===== src/sv/dhkt_pkg.sv =====
package dhkt_pkg;

	// the remainder unit folds modulo 2^IDX_W - 1, so the slot count stays of that form
	localparam int TABLE_SLOTS   = 8191;
	localparam int MAX_KEY_CHARS = 4;
	localparam int KEY_CAP       = (MAX_KEY_CHARS < 4) ? MAX_KEY_CHARS : 4;

	localparam int HASH_W     = 32;
	localparam int LEN_W      = 3;
	localparam int SLOT_OUT_W = 13;
	localparam int IDX_W      = $clog2(TABLE_SLOTS);
	localparam int FOLD_STEPS = 3;
	localparam int CNT_W      = $clog2(FOLD_STEPS);

	localparam int H1_SEED = 0;
	localparam int H2_SEED = 5381;
	localparam int H1_MULT = 33;
	localparam int H2_MULT = 31;

	typedef enum logic {
		KIND_INSERT = 1'b0,
		KIND_LOOKUP = 1'b1
	} kind_t;

	typedef struct packed {
		logic              kind;
		logic [HASH_W-1:0] key_chars;
		logic [LEN_W-1:0]  key_len;
	} req_t;

	typedef struct packed {
		logic [SLOT_OUT_W-1:0] slot_index;
		logic                  found;
		logic                  table_full;
	} rsp_t;

	typedef struct packed {
		logic              valid;
		logic [LEN_W-1:0]  len;
		logic [HASH_W-1:0] chars;
	} slot_entry_t;

	typedef enum logic [2:0] {
		ST_CLEAR,
		ST_IDLE,
		ST_HASH,
		ST_MOD,
		ST_READ,
		ST_CHECK,
		ST_FINISH
	} state_t;

endpackage


===== src/sv/dhkt_rem_unit.sv =====
// Remainders by end-around folding, two lanes in lockstep:
// r1 = a mod TABLE_SLOTS, r2 = b mod (TABLE_SLOTS-1).
// TABLE_SLOTS is 2^IDX_W - 1, so a fold adds the bits above IDX_W onto the low
// bits. TABLE_SLOTS-1 = 2 * (2^(IDX_W-1) - 1): b is halved, folded, and its lsb
// put back. FOLD_STEPS folds leave at most one modulus; a compare and subtract
// finishes. done pulses as the last fold is registered.
module dhkt_rem_unit (
	input  logic                           clk,
	input  logic                           arst_n,
	input  logic                           start,
	input  logic [dhkt_pkg::HASH_W-1:0]    a,
	input  logic [dhkt_pkg::HASH_W-1:0]    b,
	output logic                           done,
	output logic [dhkt_pkg::IDX_W-1:0]     r1,
	output logic [dhkt_pkg::IDX_W-1:0]     r2
);

	localparam int IW = dhkt_pkg::IDX_W;
	localparam int HW = dhkt_pkg::HASH_W;
	localparam logic [HW-1:0] M1 = HW'(dhkt_pkg::TABLE_SLOTS);
	localparam logic [HW-1:0] M2 = HW'((dhkt_pkg::TABLE_SLOTS - 1) / 2);

	logic [HW-1:0]               x1_q, x2_q;
	logic                        lsb_q;
	logic [dhkt_pkg::CNT_W-1:0]  cnt_q;
	logic                        busy_q, done_q;
	logic [IW-2:0]               q2;

	always_comb begin
		r1 = (x1_q >= M1) ? IW'(x1_q - M1) : IW'(x1_q);
		q2 = (x2_q >= M2) ? (IW-1)'(x2_q - M2) : (IW-1)'(x2_q);
		r2 = {q2, lsb_q};
	end

	always_ff @(posedge clk or negedge arst_n) begin
		if (!arst_n) begin
			busy_q <= 1'b0;
			done_q <= 1'b0;
			cnt_q  <= '0;
		end else begin
			done_q <= 1'b0;
			if (start) begin
				busy_q <= 1'b1;
				cnt_q  <= '0;
			end else if (busy_q) begin
				cnt_q <= cnt_q + 1'b1;
				if (cnt_q == dhkt_pkg::CNT_W'(dhkt_pkg::FOLD_STEPS - 1)) begin
					busy_q <= 1'b0;
					done_q <= 1'b1;
				end
			end
		end
	end

	always_ff @(posedge clk) begin
		if (start) begin
			x1_q  <= a;
			x2_q  <= b >> 1;
			lsb_q <= b[0];
		end else if (busy_q) begin
			x1_q <= HW'(x1_q[IW-1:0]) + (x1_q >> IW);
			x2_q <= HW'(x2_q[IW-2:0]) + (x2_q >> (IW-1));
		end
	end

	assign done = done_q;

endmodule


===== config.mk =====
export PLATFORM = sky130hd
export DESIGN_NAME = dhkt_rem_unit
export DESIGN_NICKNAME = d
export VERILOG_FILES = /design/src/sv/dhkt_pkg.sv /design/src/sv/dhkt_rem_unit.sv
export SDC_FILE = /design/constraint.sdc
export NUM_CORES = 1
export LEC_CHECK = 0
export ABC_AREA = 0
export BUFFER_PORTS_ARGS = -buffer_cell sky130_fd_sc_hd__buf_4
export CORE_UTILIZATION = 56
export CTS_CLUSTER_DIAMETER = 80
export DETAILED_ROUTE_END_ITERATION = 12
export GPL_TIMING_DRIVEN = 0
export PLACE_DENSITY = 0.81
export SETUP_SLACK_MARGIN = 0.4
export SLEW_MARGIN = 20
export SYNTH_ARGS = -nofsm -noshare
export SYNTH_HDL_FRONTEND = slang
export SYNTH_SLANG_ARGS = --single-unit

===== constraint.sdc =====
create_clock -name clk -period 2.46 [get_ports clk]
set_input_delay 0.369 -clock clk [delete_from_list [all_inputs] [get_ports clk]]
set_output_delay 0.369 -clock clk [all_outputs]
set_load 0.01 [all_outputs]

==> results.md <==
* Max_slew headroom at 0.530
* Via density at 7.03
* Routed WL per cell at 26.0 um
* Number of placement rows at 33
* Mean Syn Cell Area at 9.80 um2
* Drt total wl at 20.3 mm
* Initial Util at 0.588
* Worst setup path category: reg2out
* Largest net degree at the start of global routing at 64
* Final TNS setup at -10.64 ns
* Number of buffers created by CTS at 9
* Router iterations before antenna repair at 5
* Die Height at 95.6 um
* Final nets at 765
* Synth Register Bits at 68
* Asr flop ratio synth at 0.0588
* Yosys warns at 0
* Gpl congestion at 0.918
* Final Skew at 0.0210 ns
* Overall routing resource usage at 0.350
* Initial antenna violation count at 0
* Fmax achieved at 314 MHz
* Unrepaired setup endpoints after global routing: true
* Filler cells at 381
* Syn nets at 597
* Die area at 9130 um2
* Clock Path Buffers at 2
* Static leakage at 2.96 nW
* Drt first-iter violations at 543
* Clock Tree Root: clkbuf_8
* Die width at 95.6 um
* Clock sink count at 68
* Critical Path Start Type: register
* Synthesis-to-finish area growth at 50.0%
* CP required at 2.09 ns
* Setup WS post-layout at -0.723 ns
* Final antenna-violating net count at 0
* Unique masters post-synth at 62
* Fin crit period at 3.18 ns
* CP Capture Type: primary output
* Share of layout cells above drive strength 1 at 0.435
* CP max stage cell: edfxtp_1
* Cell Chain, Critical Path: nor4_4 -> nand4_1 -> buf_4 -> a211oi_4 -> buf_6 -> nor3b_2 -> xor2_1 -> buf_4
* Core ar. at 8340 um2
* Fin. max-slew vios at 0
* Ports at 94
* Status: finished with violations
* Mapped Cells at 500
* Maxcap violations at 0
* Half-perimeter wire length after placement at 9.82 mm
* H-tree depth at 3
* Clk Latency, worst-skew pair at 0.37 ns
* Fin util at 0.881
* Arr. time, crit path at 2.81 ns
* CP Max Fanout at 7
* DRC at 0
* Vias in the first global route at 4655
* Area of the multi-input gates at 3530 um2
* Pwr per Cell Area at 1360 nW/um2
* Final setup violation count at 31
* Final hold viol count at 0
* Post-Syn Area at 4900 um2
* Via Count at 5486
* Failing checks: setup timing
* Critical Path Most Common Cell: buf_4
* Worst-margin pin slew at 0.705 ns
* Synth Flop Type: edfxtp_1
* First-pass GRT wire length at 23.7 mm
* Sequential-to-total area share from yosys stat at 0.413
* Worst IR Drop VDD at 0.725 mV
* CTS tree: done
* Fin crit share at 1.29
* Port Buf Inserts at 93
* Count of flip-flops with a built-in enable after synthesis at 64
* Worst min-delay path category: in2reg
* Overflow after GRT at 0
* Pre-CTS WS at -0.184 ns
* Max stage delay on crit path at 0.47 ns
* Top Family by Delay on Critical Path: simple AND/OR/NAND/NOR gates
* Crit path buf inv count at 3
* Clk slew on worst S/H paths at 0.09 ns
* Register area at 2020 um2
## synthesized netlist by cell type (all sizes together) (2+ instances only)
master | count | area share
nor4 | 12 | 0.018
fa | 2 | 0.0082
nor3b | 2 | 0.0031
nand2 | 49 | 0.038
and2 | 25 | 0.032
buf | 7 | 0.010
dfrtp | 4 | 0.020
inv | 15 | 0.011
o21a | 5 | 0.0077
a31oi | 5 | 0.0064
a221oi | 3 | 0.0066
nand3 | 25 | 0.026
a311oi | 3 | 0.0054
clkbuf | 12 | 0.0092
edfxtp | 64 | 0.39
nor2b | 5 | 0.0064
or4 | 2 | 0.0038
mux2i | 2 | 0.0041
a211o | 3 | 0.0054
nor2 | 24 | 0.018
and3 | 7 | 0.0089
xnor2 | 23 | 0.041
o211ai | 7 | 0.012
a21oi | 30 | 0.031
a22oi | 7 | 0.011
a2111o | 5 | 0.011
and4 | 7 | 0.013
mux2 | 7 | 0.016
xor2 | 13 | 0.023
a2111oi | 3 | 0.0054
o31ai | 2 | 0.0031
a21o | 10 | 0.015
o21ai | 30 | 0.031
or3 | 5 | 0.0064
a211oi | 4 | 0.0071
nand4 | 10 | 0.013
o21bai | 4 | 0.0061
ha | 28 | 0.071
nor3 | 13 | 0.013
o2111ai | 5 | 0.011
## through the flow
step	power [mW]	hold WS, ns	cells	instance area [um2]
2_1_floorplan	4.81	0.0734	500	5040
3_3_place_gp	5.90	0.165	698	5870
3_5_place_dp	6.05	0.168	698	5870
4_1_cts	8.22	0.175	754	6840
5_1_grt	10.3	0.178	778	7340
6_report	9.97	0.183	780	7350
## cell usage in the layout (no fill, tap or decap), drive strengths merged, types with 10 or more instances in the layout
master	Yosys	routed
inv	15	15
nor4	12	12
clkbuf	12	22
buf	7	163
a21oi	30	30
xor2	13	13
nand3	25	25
nand4	10	10
xnor2	23	23
and2	25	25
nand2	49	49
nor3	13	13
nor2	24	24
ha	28	28
o21ai	30	30
a21o	10	10
edfxtp	64	64
## path summary, 6_finish.rpt
kind / from / end / cells past startpoint / slack (ns)
setup reg to reg: x1_q[5]$_DFFE_PP_ / x1_q[17]$_DFFE_PP_ / 7 / -0.06
hold / removal: b[0] / lsb_q$_DFFE_PP_ / 1 / 0.18
setup / recovery: x2_q[12]$_DFFE_PP_ / r2[5] / 8 / -0.72
hold reg to reg: cnt_q[1]$_DFFE_PN0P_ / cnt_q[1]$_DFFE_PN0P_ / 2 / 0.55
min in group asynchronous: arst_n / cnt_q[1]$_DFFE_PN0P_ / 2 / 0.34
max in group asynchronous: arst_n / cnt_q[0]$_DFFE_PN0P_ / 2 / 2.03
## report_power, final
| group | total, mW | internal, mW | switching (mW) |
|---|---|---|---|
| combinational | 6.55 | 3.02 | 3.53 |
| sequential | 2.33 | 1.81 | 0.527 |
| clock | 1.08 | 0.572 | 0.512 |
## state kept, by name, summed over array words and instances, names as in the netlist
signal	count
lsb_q	1
cnt_q	2
done	1
x1_q	32
busy_q	1
x2_q	31
## repair_timing
item / in CTS / in global routing
endpoints found under the setup margin: 114 / 58
pin swaps: 31 / 50
buffers inserted: 39 / 24
gates resized for setup: 89 / 71
hold buffers: 1 / 0
hold endpoints to repair: 4 / 0
## logic make-up (layout without fill, tap and decap cells)
group,Yosys count,count (layout),synth area share
compound gates,134,134,0.190
xor+xnor,36,36,0.0643
fa+ha+maj,30,30,0.0797
buf+inv,34,207,0.0306
flops,68,68,0.413
mux,9,9,0.0202
other cells,0,2,0
simple gates,189,189,0.203
## per-layer routing
| metal | up-vias | GRT usage | share of wire |
|---|---|---|---|
| met5 | - | 0 | 0.0034 |
| met4 | 4 | 0.170 | 0.082 |
| met3 | 170 | 0.0542 | 0.11 |
| met2 | 496 | 0.577 | 0.45 |
| met1 | 2546 | 0.448 | 0.35 |
| li1 | 2270 | - | - |
## final cells by class
cell class              instances  share of cell area
well taps                     105              0.0179
plain buffers                  19              0.0158
clock inverters                 6              0.0121
diodes                          2            0.000681
multi-input cells             398               0.480
clock buffers                  10              0.0174
repair buffers                157               0.173
inverters                      15             0.00766
flip-flops and latches         68               0.275
Power figures use the tool's default switching activity.
